===== config.mk =====
export PLATFORM = sky130hd
export DESIGN_NAME = sexpr_token_lexer
export DESIGN_NICKNAME = d
export VERILOG_FILES = /design/src/hw/rtl/sxl_pkg.sv /design/src/hw/rtl/sexpr_token_lexer.sv /design/src/hw/rtl/sxl_front.sv /design/src/hw/rtl/sxl_queue.sv /design/src/hw/rtl/sxl_back.sv
export VERILOG_INCLUDE_DIRS = /design/src /design/src/hw/rtl
export SDC_FILE = /design/constraint.sdc
export NUM_CORES = 1
export LEC_CHECK = 0
export BUFFER_PORTS_ARGS = -buffer_cell sky130_fd_sc_hd__buf_2
export CELL_PAD_IN_SITES_DETAIL_PLACEMENT = 1
export CELL_PAD_IN_SITES_GLOBAL_PLACEMENT = 2
export CORE_MARGIN = 2
export CORE_UTILIZATION = 35
export CTS_CLUSTER_SIZE = 8
export DETAILED_ROUTE_END_ITERATION = 10
export GPL_ROUTABILITY_DRIVEN = 0
export PLACE_DENSITY_LB_ADDON = 0.1
export SLEW_MARGIN = 10
export SYNTH_ARGS = -nofsm -noshare
export SYNTH_HDL_FRONTEND = slang
export SYNTH_SLANG_ARGS = --single-unit

===== constraint.sdc =====
create_clock -name i_clk -period 10.9 [get_ports i_clk]
set_clock_uncertainty 0.05 [all_clocks]
set_input_delay 2.18 -clock i_clk [delete_from_list [all_inputs] [get_ports i_clk]]
set_output_delay 2.18 -clock i_clk [all_outputs]
set_load 0.02 [all_outputs]

===== src/hw/rtl/sexpr_token_lexer_assert.svh =====
// Assertion macros shared by the lexer RTL modules.
`ifndef SEXPR_TOKEN_LEXER_ASSERT_SVH
`define SEXPR_TOKEN_LEXER_ASSERT_SVH

// Same-cycle implication, disabled while reset is asserted.
`define SXL_ASSERT_IMPL(lbl, clk, rst_n, ante, cons) \
    lbl: assert property (@(posedge clk) disable iff (!(rst_n)) (ante) |-> (cons)) \
        else $error("lexer assertion failed");

// Next-cycle implication, disabled while reset is asserted.
`define SXL_ASSERT_NEXT(lbl, clk, rst_n, ante, cons) \
    lbl: assert property (@(posedge clk) disable iff (!(rst_n)) (ante) |=> (cons)) \
        else $error("lexer assertion failed");

`endif


===== src/hw/rtl/sxl_pkg.sv =====
// Types and constants shared by the lexer modules.
package sxl_pkg;

    localparam int KIND_W = 4;
    localparam int OFF_W  = 32;
    localparam int LEN_W  = 16;
    localparam int VAL_W  = 64;
    localparam int WID_W  = 16;
    localparam int MODE_W = 4;

    localparam logic [LEN_W-1:0] LEN_CAP = 16'hFFFF;
    localparam logic [WID_W-1:0] WID_CAP = 16'hFFFF;

    localparam int QDEPTH  = 4;
    localparam int QPTR_W  = $clog2(QDEPTH);
    localparam int QCNT_W  = $clog2(QDEPTH + 1);

    // Token kinds.
    localparam logic [KIND_W-1:0] K_LPAREN  = 4'd0;
    localparam logic [KIND_W-1:0] K_RPAREN  = 4'd1;
    localparam logic [KIND_W-1:0] K_SYMBOL  = 4'd2;
    localparam logic [KIND_W-1:0] K_NUMERAL = 4'd3;
    localparam logic [KIND_W-1:0] K_BITVEC  = 4'd4;
    localparam logic [KIND_W-1:0] K_STRING  = 4'd5;
    localparam logic [KIND_W-1:0] K_KEYWORD = 4'd6;
    localparam logic [KIND_W-1:0] K_EOF     = 4'd7;
    localparam logic [KIND_W-1:0] K_ERROR   = 4'd8;

    // Lexer modes.
    localparam logic [MODE_W-1:0] M_IDLE    = 4'd0;
    localparam logic [MODE_W-1:0] M_COMMENT = 4'd1;
    localparam logic [MODE_W-1:0] M_SYM     = 4'd2;
    localparam logic [MODE_W-1:0] M_KEY     = 4'd3;
    localparam logic [MODE_W-1:0] M_NUM     = 4'd4;
    localparam logic [MODE_W-1:0] M_HASH    = 4'd5;
    localparam logic [MODE_W-1:0] M_BIN     = 4'd6;
    localparam logic [MODE_W-1:0] M_HEX     = 4'd7;
    localparam logic [MODE_W-1:0] M_STR     = 4'd8;
    localparam logic [MODE_W-1:0] M_STRQ    = 4'd9;
    localparam logic [MODE_W-1:0] M_QSYM    = 4'd10;

    typedef struct packed {
        logic [KIND_W-1:0] kind;
        logic [OFF_W-1:0]  start;
        logic [LEN_W-1:0]  len;
        logic [VAL_W-1:0]  value;
        logic [WID_W-1:0]  width;
    } t_tok;

    // Tokens caused by one input byte; tok1 is used only when two is set.
    typedef struct packed {
        logic two;
        t_tok tok0;
        t_tok tok1;
    } t_entry;

endpackage


===== src/hw/rtl/sexpr_token_lexer.sv =====
// Top level of the byte-serial S-expression token lexer.
// Input stream: one request per byte. tdata carries the text byte and tuser[0]
// marks end of buffer (tdata is then ignored). Each request yields zero, one or
// two token requests on the output stream; tlast marks the last token of a byte.
// A token gives kind, start offset, length, numeric value and bit-vector width.
// End of buffer flushes any open token (error if a string, a quoted symbol, a
// lone # or a bit-vector prefix without digits is open), emits EOF at the end
// offset and restarts offsets at zero. The input takes one byte per cycle while
// the queue has room; the output moves one token per cycle while tready is high,
// so a byte that closes one token and opens another needs a second transfer. A
// token is written to the queue as the scan state register updates and is then
// loaded into the output register. The scanner, a four-entry queue and the
// output register are separate, so the input flows on while the output is stalled
// until the queue fills; tready on the input then drops until tokens are taken.
// Synchronous active-low reset empties the queue, drops output valid and puts
// the scanner between tokens at offset zero.
module sexpr_token_lexer (
    input  logic         i_clk,
    input  logic         i_rst_n,
    input  logic         i_s_tvalid,
    output logic         o_s_tready,
    input  logic [7:0]   i_s_tdata,   // [7:0] text_byte
    input  logic [0:0]   i_s_tuser,   // [0] action (end of buffer)
    output logic         o_m_tvalid,
    input  logic         i_m_tready,
    output logic [135:0] o_m_tdata,   // [3:0] kind, [35:4] start_offset,
                                      // [51:36] token_length, [115:52] number_value,
                                      // [131:116] literal_width, [135:132] zero
    output logic         o_m_tlast
);
    import sxl_pkg::*;

    logic   q_full, q_valid, q_push, q_pop;
    t_entry f_entry, q_head;
    t_tok   out_tok;

    sxl_front u_front (
        .i_clk    (i_clk),
        .i_rst_n  (i_rst_n),
        .i_valid  (i_s_tvalid),
        .i_action (i_s_tuser[0]),
        .i_byte   (i_s_tdata),
        .i_full   (q_full),
        .o_ready  (o_s_tready),
        .o_push   (q_push),
        .o_entry  (f_entry)
    );

    sxl_queue u_queue (
        .i_clk   (i_clk),
        .i_rst_n (i_rst_n),
        .i_push  (q_push),
        .i_entry (f_entry),
        .i_pop   (q_pop),
        .o_full  (q_full),
        .o_valid (q_valid),
        .o_head  (q_head)
    );

    sxl_back u_back (
        .i_clk   (i_clk),
        .i_rst_n (i_rst_n),
        .i_valid (q_valid),
        .i_head  (q_head),
        .i_ready (i_m_tready),
        .o_pop   (q_pop),
        .o_valid (o_m_tvalid),
        .o_last  (o_m_tlast),
        .o_tok   (out_tok)
    );

    assign o_m_tdata = {4'b0000, out_tok.width, out_tok.value, out_tok.len,
                        out_tok.start, out_tok.kind};

endmodule


===== src/hw/rtl/sxl_front.sv =====
// Lexer front end: takes one byte per cycle while the queue is not full, updates the scan state, forms tokens.
`include "sexpr_token_lexer_assert.svh"
module sxl_front (
    input  logic           i_clk,
    input  logic           i_rst_n,
    input  logic           i_valid,
    input  logic           i_action,
    input  logic [7:0]     i_byte,
    input  logic           i_full,
    output logic           o_ready,
    output logic           o_push,
    output sxl_pkg::t_entry o_entry
);
    import sxl_pkg::*;

    localparam logic [7:0] CH_NUL  = 8'h00;
    localparam logic [7:0] CH_NL   = 8'h0A;
    localparam logic [7:0] CH_SEMI = 8'h3B;
    localparam logic [7:0] CH_LPAR = 8'h28;
    localparam logic [7:0] CH_RPAR = 8'h29;
    localparam logic [7:0] CH_HASH = 8'h23;
    localparam logic [7:0] CH_DQ   = 8'h22;
    localparam logic [7:0] CH_COL  = 8'h3A;
    localparam logic [7:0] CH_BAR  = 8'h7C;

    logic [MODE_W-1:0] r_mode, n_mode;
    logic [OFF_W-1:0]  r_pos, n_pos;
    logic [OFF_W-1:0]  r_start, n_start;
    logic [LEN_W-1:0]  r_len, n_len;
    logic [VAL_W-1:0]  r_val, n_val;
    logic [WID_W-1:0]  r_bits, n_bits;

    logic        accept;
    logic        a_vld, b_vld, relex, beg, beg_num;
    logic [MODE_W-1:0] beg_mode;
    t_tok        a_tok, b_tok;
    logic [LEN_W-1:0] grown;
    logic [3:0]  hex_digit;
    logic        c_space, c_delim, c_digit, c_hex;

    function automatic logic [WID_W-1:0] add_bits(input logic [WID_W-1:0] b,
                                                   input logic [WID_W-1:0] k);
        logic [WID_W-1:0] room;
        room = WID_CAP - k;
        return (b > room) ? WID_CAP : b + k;
    endfunction

    assign accept  = i_valid && o_ready;
    assign o_ready = !i_full;

    assign c_space = (i_byte == 8'h20) || (i_byte >= 8'h09 && i_byte <= 8'h0D);
    assign c_delim = c_space || i_byte == CH_NUL || i_byte == CH_LPAR ||
                     i_byte == CH_RPAR || i_byte == CH_SEMI || i_byte == CH_DQ;
    assign c_digit = (i_byte >= 8'h30) && (i_byte <= 8'h39);
    assign c_hex   = c_digit || (i_byte >= 8'h61 && i_byte <= 8'h66) ||
                     (i_byte >= 8'h41 && i_byte <= 8'h46);
    assign hex_digit = c_digit ? i_byte[3:0] : i_byte[3:0] + 4'd9;
    assign grown = (r_len < LEN_CAP) ? r_len + LEN_W'(1) : r_len;

    always_comb begin
        n_mode  = r_mode;
        n_pos   = r_pos;
        n_start = r_start;
        n_len   = r_len;
        n_val   = r_val;
        n_bits  = r_bits;
        a_vld   = 1'b0;
        b_vld   = 1'b0;
        relex   = 1'b0;
        beg     = 1'b0;
        beg_num = 1'b0;
        beg_mode = M_IDLE;
        a_tok   = '0;
        a_tok.start = r_start;
        a_tok.len   = r_len;
        b_tok   = '0;
        b_tok.start = r_pos;
        b_tok.len   = LEN_W'(1);

        if (i_action) begin
            case (r_mode)
                M_SYM: begin
                    a_vld = 1'b1;
                    a_tok.kind = K_SYMBOL;
                end
                M_KEY: begin
                    a_vld = 1'b1;
                    a_tok.kind = K_KEYWORD;
                end
                M_NUM: begin
                    a_vld = 1'b1;
                    a_tok.kind  = K_NUMERAL;
                    a_tok.value = r_val;
                end
                M_BIN, M_HEX: begin
                    a_vld = 1'b1;
                    if (r_bits == '0) begin
                        a_tok.kind = K_ERROR;
                    end else begin
                        a_tok.kind  = K_BITVEC;
                        a_tok.value = r_val;
                        a_tok.width = r_bits;
                    end
                end
                M_STRQ: begin
                    a_vld = 1'b1;
                    a_tok.kind = K_STRING;
                end
                M_HASH, M_STR, M_QSYM: begin
                    a_vld = 1'b1;
                    a_tok.kind = K_ERROR;
                end
                default: begin
                    a_vld = 1'b0;
                end
            endcase
            b_vld      = 1'b1;
            b_tok.kind = K_EOF;
            b_tok.len  = '0;
            n_mode  = M_IDLE;
            n_pos   = '0;
            n_start = '0;
            n_len   = '0;
            n_val   = '0;
            n_bits  = '0;
        end else begin
            case (r_mode)
                M_COMMENT: begin
                    if (i_byte == CH_NL) begin
                        n_mode = M_IDLE;
                    end
                end
                M_SYM, M_KEY: begin
                    if (c_delim) begin
                        a_vld = 1'b1;
                        a_tok.kind = (r_mode == M_SYM) ? K_SYMBOL : K_KEYWORD;
                        relex = 1'b1;
                    end else begin
                        n_len = grown;
                    end
                end
                M_NUM: begin
                    if (c_digit) begin
                        n_len = grown;
                        n_val = (r_val << 3) + (r_val << 1) + VAL_W'(i_byte[3:0]);
                    end else begin
                        a_vld = 1'b1;
                        a_tok.kind  = K_NUMERAL;
                        a_tok.value = r_val;
                        relex = 1'b1;
                    end
                end
                M_HASH: begin
                    n_len = grown;
                    if (i_byte == 8'h62 || i_byte == 8'h42) begin
                        n_mode = M_BIN;
                    end else if (i_byte == 8'h78 || i_byte == 8'h58) begin
                        n_mode = M_HEX;
                    end else begin
                        a_vld = 1'b1;
                        a_tok.kind = K_ERROR;
                        a_tok.len  = grown;
                        n_mode = M_IDLE;
                    end
                end
                M_BIN, M_HEX: begin
                    if ((r_mode == M_BIN) ? (i_byte == 8'h30 || i_byte == 8'h31) : c_hex) begin
                        n_len = grown;
                        if (r_mode == M_BIN) begin
                            n_val  = {r_val[VAL_W-2:0], i_byte[0]};
                            n_bits = add_bits(r_bits, WID_W'(1));
                        end else begin
                            n_val  = {r_val[VAL_W-5:0], hex_digit};
                            n_bits = add_bits(r_bits, WID_W'(4));
                        end
                    end else begin
                        a_vld = 1'b1;
                        if (r_bits == '0) begin
                            a_tok.kind = K_ERROR;
                        end else begin
                            a_tok.kind  = K_BITVEC;
                            a_tok.value = r_val;
                            a_tok.width = r_bits;
                        end
                        relex = 1'b1;
                    end
                end
                M_STR: begin
                    n_len = grown;
                    if (i_byte == CH_DQ) begin
                        n_mode = M_STRQ;
                    end
                end
                M_STRQ: begin
                    if (i_byte == CH_DQ) begin
                        n_len  = grown;
                        n_mode = M_STR;
                    end else begin
                        a_vld = 1'b1;
                        a_tok.kind = K_STRING;
                        relex = 1'b1;
                    end
                end
                M_QSYM: begin
                    n_len = grown;
                    if (i_byte == CH_BAR) begin
                        a_vld = 1'b1;
                        a_tok.kind = K_SYMBOL;
                        a_tok.len  = grown;
                        n_mode = M_IDLE;
                    end
                end
                default: begin
                    relex = 1'b1;
                end
            endcase

            // Non-blank lookahead bytes that end a token, or idle bytes, open the next one.
            if (relex) begin
                n_mode = M_IDLE;
                if (!c_space) begin
                    case (i_byte)
                        CH_SEMI: n_mode = M_COMMENT;
                        CH_LPAR: begin
                            beg = 1'b1;
                            b_vld = 1'b1;
                            b_tok.kind = K_LPAREN;
                        end
                        CH_RPAR: begin
                            beg = 1'b1;
                            b_vld = 1'b1;
                            b_tok.kind = K_RPAREN;
                        end
                        CH_NUL: begin
                            beg = 1'b1;
                            b_vld = 1'b1;
                            b_tok.kind = K_ERROR;
                        end
                        CH_HASH: begin
                            beg = 1'b1;
                            beg_mode = M_HASH;
                        end
                        CH_DQ: begin
                            beg = 1'b1;
                            beg_mode = M_STR;
                        end
                        CH_COL: begin
                            beg = 1'b1;
                            beg_mode = M_KEY;
                        end
                        CH_BAR: begin
                            beg = 1'b1;
                            beg_mode = M_QSYM;
                        end
                        default: begin
                            beg = 1'b1;
                            beg_num = c_digit;
                            beg_mode = c_digit ? M_NUM : M_SYM;
                        end
                    endcase
                end
            end

            if (beg) begin
                n_mode  = beg_mode;
                n_start = r_pos;
                n_len   = LEN_W'(1);
                n_val   = beg_num ? VAL_W'(i_byte[3:0]) : '0;
                n_bits  = '0;
            end
            n_pos = r_pos + OFF_W'(1);
        end
    end

    assign o_push        = accept && (a_vld || b_vld);
    assign o_entry.two   = a_vld && b_vld;
    assign o_entry.tok0  = a_vld ? a_tok : b_tok;
    assign o_entry.tok1  = b_tok;

    always_ff @(posedge i_clk) begin
        if (!i_rst_n) begin
            r_mode  <= M_IDLE;
            r_pos   <= '0;
            r_start <= '0;
            r_len   <= '0;
            r_val   <= '0;
            r_bits  <= '0;
        end else if (accept) begin
            r_mode  <= n_mode;
            r_pos   <= n_pos;
            r_start <= n_start;
            r_len   <= n_len;
            r_val   <= n_val;
            r_bits  <= n_bits;
        end
    end

    `SXL_ASSERT_NEXT(a_eof_rewinds, i_clk, i_rst_n, accept && i_action, r_mode == M_IDLE && r_pos == '0)
    `SXL_ASSERT_IMPL(a_eof_pushes_pair, i_clk, i_rst_n, accept && i_action, o_push && o_entry.tok1.kind == K_EOF)

endmodule


===== src/hw/rtl/sxl_queue.sv =====
// Short token queue between the lexer front end and the output stage.
`include "sexpr_token_lexer_assert.svh"
module sxl_queue (
    input  logic            i_clk,
    input  logic            i_rst_n,
    input  logic            i_push,
    input  sxl_pkg::t_entry i_entry,
    input  logic            i_pop,
    output logic            o_full,
    output logic            o_valid,
    output sxl_pkg::t_entry o_head
);
    import sxl_pkg::*;

    t_entry              r_mem [QDEPTH];
    logic [QPTR_W-1:0]   r_wptr, r_rptr;
    logic [QCNT_W-1:0]   r_count, n_count;

    assign o_full  = (r_count == QCNT_W'(QDEPTH));
    assign o_valid = (r_count != '0);
    assign o_head  = r_mem[r_rptr];

    always_comb begin
        n_count = r_count;
        if (i_push && !i_pop) begin
            n_count = r_count + QCNT_W'(1);
        end else if (!i_push && i_pop) begin
            n_count = r_count - QCNT_W'(1);
        end
    end

    always_ff @(posedge i_clk) begin
        if (!i_rst_n) begin
            r_wptr  <= '0;
            r_rptr  <= '0;
            r_count <= '0;
        end else begin
            r_count <= n_count;
            if (i_push) begin
                r_wptr <= r_wptr + QPTR_W'(1);
            end
            if (i_pop) begin
                r_rptr <= r_rptr + QPTR_W'(1);
            end
        end
    end

    always_ff @(posedge i_clk) begin
        if (i_push) begin
            r_mem[r_wptr] <= i_entry;
        end
    end

    `SXL_ASSERT_IMPL(a_count_bound, i_clk, i_rst_n, 1'b1, r_count <= QCNT_W'(QDEPTH))
    `SXL_ASSERT_NEXT(a_push_grows, i_clk, i_rst_n, i_push && !i_pop, r_count == $past(r_count) + QCNT_W'(1))

endmodule


===== src/hw/rtl/sxl_back.sv =====
// Output stage: splits queued token pairs into single requests on the output stream.
`include "sexpr_token_lexer_assert.svh"
module sxl_back (
    input  logic            i_clk,
    input  logic            i_rst_n,
    input  logic            i_valid,
    input  sxl_pkg::t_entry i_head,
    input  logic            i_ready,
    output logic            o_pop,
    output logic            o_valid,
    output logic            o_last,
    output sxl_pkg::t_tok   o_tok
);
    import sxl_pkg::*;

    logic  r_sel;
    logic  r_valid;
    logic  r_last;
    t_tok  r_tok;
    logic  load, ends;

    assign load  = i_valid && (!r_valid || i_ready);
    assign ends  = r_sel || !i_head.two;
    assign o_pop = load && ends;

    always_ff @(posedge i_clk) begin
        if (!i_rst_n) begin
            r_sel   <= 1'b0;
            r_valid <= 1'b0;
        end else begin
            if (load) begin
                r_valid <= 1'b1;
                r_sel   <= !ends;
            end else if (i_ready) begin
                r_valid <= 1'b0;
            end
        end
    end

    always_ff @(posedge i_clk) begin
        if (load) begin
            r_tok  <= r_sel ? i_head.tok1 : i_head.tok0;
            r_last <= ends;
        end
    end

    assign o_valid = r_valid;
    assign o_last  = r_last;
    assign o_tok   = r_tok;

    `SXL_ASSERT_IMPL(a_sel_needs_pair, i_clk, i_rst_n, r_sel, i_valid && i_head.two)
    `SXL_ASSERT_IMPL(a_first_of_pair, i_clk, i_rst_n, r_valid && !r_last, r_sel)

endmodule

== After elaboration in Yosys (flattened, before gate mapping) ==
Memories as Yosys holds them, arrays and structs flattened. A register that Yosys moved wholly into a read port is not among the register bits.
Cells that the tools add are included.

* Register bits: 306
* Bits in writable memories: 680
* Input bits: 13
* Output and inout port bits: 139
* Word-level logic and storage cells: 236
* Memories: 1

* Add/subtract/negate cells: 11
* Order comparisons: 11
* Equality and inequality tests: 34
* Mux-type cells: 107
* Reductions and logical operators: 55

{| class="wikitable"
|+ Memories
! memory !! depth !! width !! read ports !! clocked after Yosys merged registers in !! wr ports !! RTL line !! text
|-
| u_queue.r_mem || 4 || 170 || 1 || 1 || 1 || sxl_queue.sv:15 || <nowiki>t_entry r_mem [QDEPTH];</nowiki>
|}

{| class="wikitable"
|+ Operators with widths
! operator !! count
|-
| 64-bit two-way mux || 6
|-
| 64-bit one-hot mux with 2 select lines || 3
|-
| 16-bit two-way mux || 20
|-
| 132-bit two-way mux || 2
|-
| 80-bit two-way mux || 3
|-
| 32-bit two-way mux || 3
|-
| 4-bit two-way mux || 22
|-
| 16-bit one-hot mux with 5 select lines || 1
|-
| 8-bit by 6-bit equality test with 1-bit output (second input constant) || 9
|-
| 64-bit by 4-bit adder with 64-bit output || 1
|-
| 64-bit adder || 1
|-
| 4-bit one-hot mux with 6 select lines || 2
|-
| 8-bit by 7-bit equality test with 1-bit output (second input constant) || 5
|-
| 4-bit one-hot mux with 5 select lines || 2
|-
| 16-bit by 1-bit adder with 16-bit output (second input constant) || 2
|-
| 32-bit by 1-bit adder with 32-bit output (second input constant) || 1
|-
| 16-bit greater-than comparator (second input constant) || 2
|-
| 16-bit one-hot mux with 2 select lines || 1
|-
| 1-bit two-way mux || 29
|-
| 5-bit by 2-bit != test with 1-bit output (second input constant) || 4
|-
| 3-bit two-way mux || 6
|-
| 16-bit by 3-bit adder with 16-bit output (second input constant) || 1
|-
| 4-bit by 3-bit equality test with 1-bit output (second input constant) || 4
|-
| 8-bit by 7-bit greater-or-equal comparator with 1-bit output (second input constant) || 2
|-
| other kinds (40) || 86
|}

== Depth between registers and ports, before layout ==
Gate-level depths: netlist of the first run.

* Depth in word-level cells: 19
* Depth in mapped cells: 16
* Gate-level depth less buffers: 16

== By module ==
Synthesis of the first run repeated with hierarchy kept, for this count alone.

* Cells, all modules: 3,804
* Area, all modules: 60,334.1 µm²

{| class="wikitable"
|+ By module, submodules not included
! module !! instances !! cells an instance !! area each (µm²) !! seq. area each (µm²)
|-
| sxl_queue || 1 || 1,427 || 38,936.1 || 32,010.7
|-
| sxl_front || 1 || 2,079 || 15,441.1 || 3,283.1
|-
| sxl_back || 1 || 293 || 5,923.2 || 4,033.9
|-
| sexpr_token_lexer || 1 || 5 || 33.8 || 0.0
|}

== Worst setup path before layout of the first run ==
No wires, ideal clock.

* Kind: input port to flip-flop
* Start point: input i_m_tready
* End point: register u_queue.r_count[2]
* Setup time: 0.070 ns
* Arrival time: 10.422 ns
* Required time: 10.780 ns
* Slack: 0.358 ns
* Cell stages on the path: 10
* Buffers on the path: 0
* Cells stage by stage: inv_1 a21oi_1 and2_1 inv_1 ha_1 inv_1 fa_1 xor2_1 or3_1 a21oi_1

* Cells in the longest elaborated chain, start to end: 6
* Elaborated cells between the ends (all ways): 8
* Classes of those cells: 1 x mux; 7 x reduce/logical

{| class="wikitable"
|+ Ends and longest elaborated chain
! item !! RTL line !! text
|-
| start: declaration || sexpr_token_lexer.sv:25 || <nowiki>input logic i_m_tready,</nowiki>
|-
| 1-bit logical OR (*) || sxl_back.sv:22 || <nowiki>assign load = i_valid && (!r_valid || i_ready);</nowiki>
|-
| 1-bit logical AND (*) || sxl_back.sv:22 ||
|-
| net u_back.load || sxl_back.sv:20 || <nowiki>logic load, ends;</nowiki>
|-
| 1-bit logical AND (*) || sxl_back.sv:24 || <nowiki>assign o_pop = load && ends;</nowiki>
|-
| 1-bit logical NOT || sxl_queue.sv:25 || <nowiki>if (i_push && !i_pop) begin</nowiki>
|-
| 1-bit logical AND || sxl_queue.sv:25 ||
|-
| 3-bit two-way mux / 2-bit nonzero test (equally long branches) || -- ||
|-
| end signal: assignment || sxl_queue.sv:38 || <nowiki>r_count <= n_count;</nowiki>
|-
| end: declaration || sxl_queue.sv:17 || <nowiki>logic [QCNT_W-1:0] r_count, n_count;</nowiki>
|}

Mark *: on every way through the listed nets, which the timed path passes. The rest lies on a longest branch.
A chain may end at the register's enable or synchronous reset.

== Final worst setup path of the first run ==
* Start point: input i_s_tdata[0]
* End point: memory u_queue.r_mem[0][43] (netlist name) (enable)

* Cells in the longest elaborated chain, start to end: 17
* Elaborated cells between the ends (all ways): 57
* Classes of those cells: 8 x order compare; 12 x eq/ne; 18 x mux; 19 x reduce/logical

{| class="wikitable"
|+ Ends and longest elaborated chain
! item !! RTL line !! text
|-
| start: declaration || sexpr_token_lexer.sv:22 || <nowiki>input logic [7:0] i_s_tdata,</nowiki>
|-
| 8-bit by 4-bit greater-or-equal comparator with 1-bit output / 8-bit by 4-bit <= comparator with 1-bit output (equally long branches) || sxl_front.sv:51 || <nowiki>assign c_space = (i_byte == 8'h20) || (i_byte >= 8'h09 && i_byte <= 8'h0D);</nowiki>
|-
| 1-bit logical AND || sxl_front.sv:51 ||
|-
| 1-bit logical OR || sxl_front.sv:51 ||
|-
| 1-bit logical OR (3 in series) || sxl_front.sv:52 || <nowiki>assign c_delim = c_space || i_byte == CH_NUL || i_byte == CH_LPAR ||</nowiki>
|-
| 1-bit logical OR (2 in series) || sxl_front.sv:53 || <nowiki>i_byte == CH_RPAR || i_byte == CH_SEMI || i_byte == CH_DQ;</nowiki>
|-
| 1-bit two-way mux || sxl_front.sv:134 || <nowiki>if (c_delim) begin</nowiki>
|-
| 1-bit one-hot mux with 5 select lines || sxl_front.sv:127 || <nowiki>case (r_mode)</nowiki>
|-
| 1-bit two-way mux || sxl_front.sv:80 || <nowiki>if (i_action) begin</nowiki>
|-
| 1-bit two-way mux || sxl_front.sv:219 || <nowiki>if (relex) begin</nowiki>
|-
| 1-bit two-way mux || sxl_front.sv:80 ||
|-
| 1-bit logical OR (*) || sxl_front.sv:275 || <nowiki>assign o_push = accept && (a_vld || b_vld);</nowiki>
|-
| 1-bit logical AND (*) || sxl_front.sv:275 ||
|-
| net q_push || sexpr_token_lexer.sv:33 || <nowiki>logic q_full, q_valid, q_push, q_pop;</nowiki>
|-
| 1-bit two-way mux (*) || sxl_queue.sv:49 || <nowiki>if (i_push) begin</nowiki>
|-
| 1-bit two-way mux (implied by the code) (*) || sxl_queue.sv:50 || <nowiki>r_mem[r_wptr] <= i_entry;</nowiki>
|-
| end: declaration || sxl_queue.sv:15 ||
|}

Mark *: on every way through the listed nets, which the timed path passes. The rest lies on a longest branch. The select of a mux whose other input is x is not followed.

==> results.json, run 1 <==
{
  "outcome": "completed",
  "track_usage": 0.190,
  "leakage_nw": 17.9,
  "min_period_ps": 6360,
  "yosys.area.top_type": "edfxtp_1",
  "grt_busiest_layer": "met2",
  "slowest_delay_ps": 840,
  "dieArea_um2": 130000,
  "nets": 3569,
  "worstHoldPathCells": 2,
  "synthArstFlopShare": 0,
  "r2r_end": "u_queue.r_mem[0][43]$_DFFE_PP_",
  "vias": 27700,
  "fin_cells": 5186,
  "synth_cells": 3255,
  "start_kind": "primary input",
  "clockBufferDepth": 3,
  "cts_hold_buf": 0,
  "post_cts.repair.setup_buffers": 0,
  "cts_tree": "done",
  "end_kind": "flop",
  "placed_cells": 4931,
  "ys_seq_elements": 984,
  "crit_required_ps": 11210,
  "slowest_stage": "buf_4",
  "ir_drop_uv": 148,
  "routed_wl_mm": 123,
  "synth_top_area_frac": 0.544,
  "ys_top_cells_by_area": "edfxtp_1 (54%), mux4_2 (8.5%), dfxtp_1 (7.9%), ha_1 (3.9%), nand2_1 (2.6%)",
  "dp_hpwl_mm": 77.1,
  "clk_pin_slew_ps": 50,
  "critPathMostFrequentCell": "a21oi_2",
  "ys.flop_type": "edfxtp_1",
  "ctsRootBufferMaster": "clkbuf_16",
  "start_util": 0.351,
  "whs_ps": 399,
  "r2r-start": "u_front.r_mode[2]$_SDFFE_PN0P_",
  "row_count": 131,
  "slew_viol_final": 0,
  "maxCapViolCount": 0,
  "avgViaCountPerCell": 5.35,
  "area_growth_pct": 15.0,
  "drive_gt1_frac": 0.176,
  "critPathBufInv": 3,
  "crit_family": "simple AND/OR/NAND/NOR gates",
  "antenna_left": 0,
  "firstDrtPassIters": 5,
  "fin_crit_sh": 0.583,
  "synth_edf_count": 809,
  "cts_buffers": 142,
  "dieHeight_um": 361,
  "fmax_ghz": 0.157,
  "post_cts_resized": 0,
  "syn_avg_cell_area_um2": 13.7,
  "path_depth": 13,
  "grt_pass1_wl_mm": 190,
  "port_buffers": 147,
  "slew-limit-headroom": 0.139,
  "h-tree-depth": 4,
  "critPathArrivalTime_ps": 6670,
  "clock_sinks": 984,
  "rsz0062_at_grt": "false",
  "hold_viol_final": 0,
  "cp_cell_sequence": "buf_2 -> inv_1 -> ha_1 -> or3b_1 -> a21oi_2 -> o21ai_1 -> a211o_4 -> nand4_1 -> and3_1 -> nand2_1 -> a21oi_2 -> and2_4 -> buf_4",
  "setup_viol": 0,
  "antenna_found_initial": 5,
  "drtIter0Drc": 1549,
  "path_class": "in -> reg",
  "met1_usage": 0.252,
  "final_common_cell": "edfxtp_1",
  "reg2reg_depth": 10,
  "fin_tns_setup_ps": 0,
  "die_x_um": 361,
  "cp_max_fo": 63,
  "crit_end": "u_queue.r_mem[0][43]$_DFFE_PP_",
  "wl_per_cell_um": 23.8,
  "cp-startpoint": "i_s_tdata[0]",
  "clock_latency_ps": 760,
  "yosysUniqueCellTypes": 92,
  "tightestPinTransition_ps": 1280,
  "drc": 0,
  "grt_max_degree": 78,
  "grt_overflow_total": 0,
  "yosysSeqAreaShare": 0.623,
  "hold_class": "reg -> reg",
  "met3_usage": 0.0259,
  "r2r_setup_slack_ps": 5720,
  "core_um2": 127000,
  "most-common-layout-cells": "edfxtp_1 (809), nand2_1 (309), a21oi_1 (219)",
  "use_met2": 0.326,
  "yosysWarningCount": 0,
  "io_pins": 152,
  "synth_area_um2": 44600,
  "grt_pass1_vias": 30300,
  "powerDensity_nw_per_um2": 218
}
## synth_stat cells (all sizes together), types with 45 or more instances
master and number:
nor2b 106, xnor2 45, ha 140, mux4 169
and2 91, inv 46, nor2 185, o21ai 129
a21oi 223, dfxtp 175, edfxtp 809, mux2i 55
buf 59, xor2 53, nand3 78, clkbuf 118
nand2 312, mux2 48
## tightest hold or removal path: stages, from the launching register on
cell and delay [ps]:
dfxtp_1 300, nand2_1 50, a21oi_1 50
## metrics by stage
step | instance area, um^2 | worst slack, ps | total power, mW | util
global route | 51300 | 4260 | 11.7 | 0.404
global placement | 47100 | 3760 | 7.15 | 0.371
finish | 51300 | 4540 | 11.2 | 0.404
floorplan | 44600 | 358 | 6.37 | -
CTS | 51300 | 4520 | 11.4 | 0.404
detailed placement | 47100 | 3710 | 7.17 | 0.371
## area by class of cell
class,instances,area [um^2]
Antenna cell,1,2.50
Clock buffer,237,3930
Tap cell,1662,2080
Sequential cell,984,27800
Fill cell,12900,75700
Clock inverter,17,264
Multi-Input combinational cell,2051,16000
Inverter,46,174
Timing Repair Buffer,188,1060
## power breakdown
group	total, mW	switching, mW	internal (mW)
clock	4.14	1.67	2.47
sequential	4.84	0.197	4.64
combinational	2.19	1.43	0.755
## worst min path at each step
stage	start	to
global route	u_front.r_start[17]$_SDFFE_PN0P_	u_front.r_start[17]$_SDFFE_PN0P_
CTS	u_front.r_start[2]$_SDFFE_PN0P_	u_front.r_start[2]$_SDFFE_PN0P_
floorplan	u_front.r_start[14]$_SDFFE_PN0P_	u_front.r_start[14]$_SDFFE_PN0P_
global placement	u_front.r_start[14]$_SDFFE_PN0P_	u_front.r_start[14]$_SDFFE_PN0P_
detailed placement	u_front.r_start[2]$_SDFFE_PN0P_	u_front.r_start[2]$_SDFFE_PN0P_
finish	u_front.r_start[17]$_SDFFE_PN0P_	u_front.r_start[17]$_SDFFE_PN0P_
## sequential cells by signal (all words and copies together), names as in the netlist, named ones only
signal and count:
u_queue.r_count 3, u_back.o_tok 132, u_back.o_valid 1, u_queue.r_mem 676
u_front.r_mode 4, u_front.r_start 32, u_back.o_last 1, u_front.r_val 64
u_front.r_len 16, u_front.r_pos 32, u_front.r_bits 16, u_queue.r_wptr 2
u_back.r_sel 1, u_queue.r_rptr 2
## layer usage
layer / part of all wire / vias to the layer above
met5: 0 / -
met4: 0.020 / 0
met3: 0.030 / 172
met2: 0.50 / 409
met1: 0.45 / 14400
li1: - / 12700
## cell families (layout without fill, tap and decap cells)
group / after synthesis / after routing / synth area share
AO/OA/AOI/OAI: 573 / 573 / 0.0800
multiplexers: 272 / 272 / 0.110
XOR/XNOR: 98 / 98 / 0.0192
AND/OR/NAND/NOR: 961 / 961 / 0.107
flip-flops: 984 / 984 / 0.623
buffers and inverters: 223 / 488 / 0.0202
other: 1 / 5 / 0.0000840
adder cells (fa/ha/maj): 143 / 143 / 0.0406
(Power assumes the default switching activity.)
==> run 2, diff against run 1 <==
clock period = 5.2 ns   (was 10.9 ns; I/O delays follow)
==> results.json, run 2 (synthesized netlist as in run 1, its figures left out) <==
{
  "outcome": "completed",
  "dp_hpwl_mm": 79.0,
  "start_kind": "primary input",
  "clkPwrFrac": 0.370,
  "ir_drop_uv": 281,
  "wl_per_cell_um": 23.3,
  "end_kind": "flop",
  "slew-limit-headroom": 0.271,
  "cts_buffers": 141,
  "hold_class": "reg -> reg",
  "grt_pass1_wl_mm": 190,
  "reg2reg_depth": 14,
  "setup_viol": 0,
  "cts_hold_buf": 0,
  "cp_max_fo": 4,
  "port_buffers": 147,
  "track_usage": 0.189,
  "rsz0062_at_grt": "false",
  "path_class": "in -> reg",
  "maxCapViolCount": 0,
  "whs_ps": 401,
  "fin_crit_sh": 0.828,
  "clock_latency_ps": 750,
  "regArea_um2": 27800,
  "area_growth_pct": 16.3,
  "routed_wl_mm": 122,
  "multiInputGateArea_um2": 16000,
  "critPathArrivalTime_ps": 4920,
  "cts_tree": "done",
  "drive_gt1_frac": 0.185,
  "clk_pin_slew_ps": 50,
  "min_from": "u_front.r_start[6]$_SDFFE_PN0P_",
  "fin_tns_setup_ps": 0,
  "core_um2": 127000,
  "comb_power_share": 0.198,
  "post_cts_resized": 0,
  "die_x_um": 361,
  "row_count": 131,
  "antenna_left": 0,
  "power_mw": 23.4,
  "antenna_found_initial": 3,
  "powerDensity_nw_per_um2": 451,
  "io_pins": 152,
  "h-tree-depth": 4,
  "p_switching_mw": 6.79,
  "start_util": 0.351,
  "r2r-start": "u_front.r_val[0]$_SDFFE_PN0P_",
  "min_to": "u_front.r_start[6]$_SDFFE_PN0P_",
  "grt_max_degree": 137,
  "p_int_mw": 16.6,
  "netSwitchingFraction": 0.290,
  "most-common-layout-cells": "edfxtp_1 (809), nand2_1 (310), a21oi_1 (219)",
  "firstDrtPassIters": 5,
  "worstHoldPathCells": 2,
  "nets": 3613,
  "vias": 27700,
  "crit_required_ps": 5820,
  "power_frac_seq": 0.433,
  "placed_cells": 4976,
  "drtIter0Drc": 1520,
  "ctsRootBufferMaster": "clkbuf_16",
  "dieArea_um2": 130000,
  "avgViaCountPerCell": 5.30,
  "top_register": "u_queue.r_mem",
  "largest_register_ffs": 676,
  "r2r_end": "u_front.r_val[60]$_SDFFE_PN0P_",
  "clock_sinks": 984,
  "grt_overflow_total": 0,
  "hold_viol_final": 0,
  "dieHeight_um": 361,
  "fin_cells": 5230,
  "leakage_nw": 18.2,
  "clockBufferDepth": 3,
  "tightestPinTransition_ps": 1090,
  "fmax_ghz": 0.232,
  "post_cts.repair.setup_buffers": 0,
  "final_common_cell": "edfxtp_1",
  "r2r_setup_slack_ps": 920,
  "min_period_ps": 4300,
  "fin_area_um2": 51900,
  "fillers": 12900,
  "dpl_cell_area_um2": 47700,
  "slew_viol_final": 0,
  "grt_pass1_vias": 30200,
  "drc": 0
}
## run 2: cell count changes in the layout (fill, tap and decap cells not counted), moves of 2 or more
cell	delta
clkbuf_1	+4
buf_12	+19
clkinv_16	-2
inv_6	-4
clkbuf_16	+2
clkinv_8	+2
buf_4	+26
## run 2: routing by layer
metal / share of wire / track usage / wire length [um] / vias up
met2: 0.50 / 0.328 / 61000 / 427
met1: 0.45 / 0.248 / 54900 / 14300
met3: 0.031 / 0.0260 / 3730 / 169
met4: 0.019 / 0.0505 / 2260 / 0
met5: 0 / 0 / 0 / -
li1: - / - / - / 12800
## run 2: metrics by stage
step	util	setup WS [ps]
floorplan	-	-465
global placement	0.375	135
detailed placement	0.375	121
CTS	0.408	819
global route	0.408	642
finish	0.408	896
## run 2: how the worst max path moves through the flow
| stage | from | to | slack [ps] | cells after the start |
|---|---|---|---|---|
| floorplan | i_s_tdata[0] | u_queue.r_mem[0][0]$_DFFE_PP_ | -470 | 11 |
| detailed placement | i_s_tdata[3] | u_front.r_val[60]$_SDFFE_PN0P_ | 120 | 15 |
| global route | u_front.r_val[0]$_SDFFE_PN0P_ | u_front.r_val[60]$_SDFFE_PN0P_ | 640 | 14 |
| global placement | i_s_tdata[3] | u_front.r_val[60]$_SDFFE_PN0P_ | 140 | 15 |
| finish | i_s_tdata[3] | u_front.r_val[60]$_SDFFE_PN0P_ | 900 | 15 |
| CTS | u_front.r_val[17]$_SDFFE_PN0P_ | u_front.r_val[61]$_SDFFE_PN0P_ | 820 | 12 |
## run 2: worst max-delay path, stage by stage
cell,delay (ps)
buf_2,120
fa_1,580
inv_1,70
fa_1,430
nand2b_1,190
a21oi_1,220
or3_1,230
a21oi_1,130
nor3_1,350
buf_4,200
o2111ai_1,130
a211oi_1,470
nor2b_1,210
mux2_2,340
o31ai_1,210
## run 2: cell type report
type                       instances  share of cell area
sequential                       984               0.536
multi-input combinational       2051               0.308
clock buffer                     243              0.0770
tap                             1662              0.0401
timing repair buffer             233              0.0314
clock inverter                    10             0.00374
inverter                          46             0.00335
antenna                            1           0.0000482
## run 2: power groups by stage
stage	registers, mW	clock network (mW)	logic (mW)
final	10.1	8.66	4.63
after CTS	10.2	8.93	4.79
after detailed placement	10.3	0	4.77
after global placement	10.3	0	4.74
after floorplan	10.9	0	2.33
after global routing	10.2	9.23	5.01
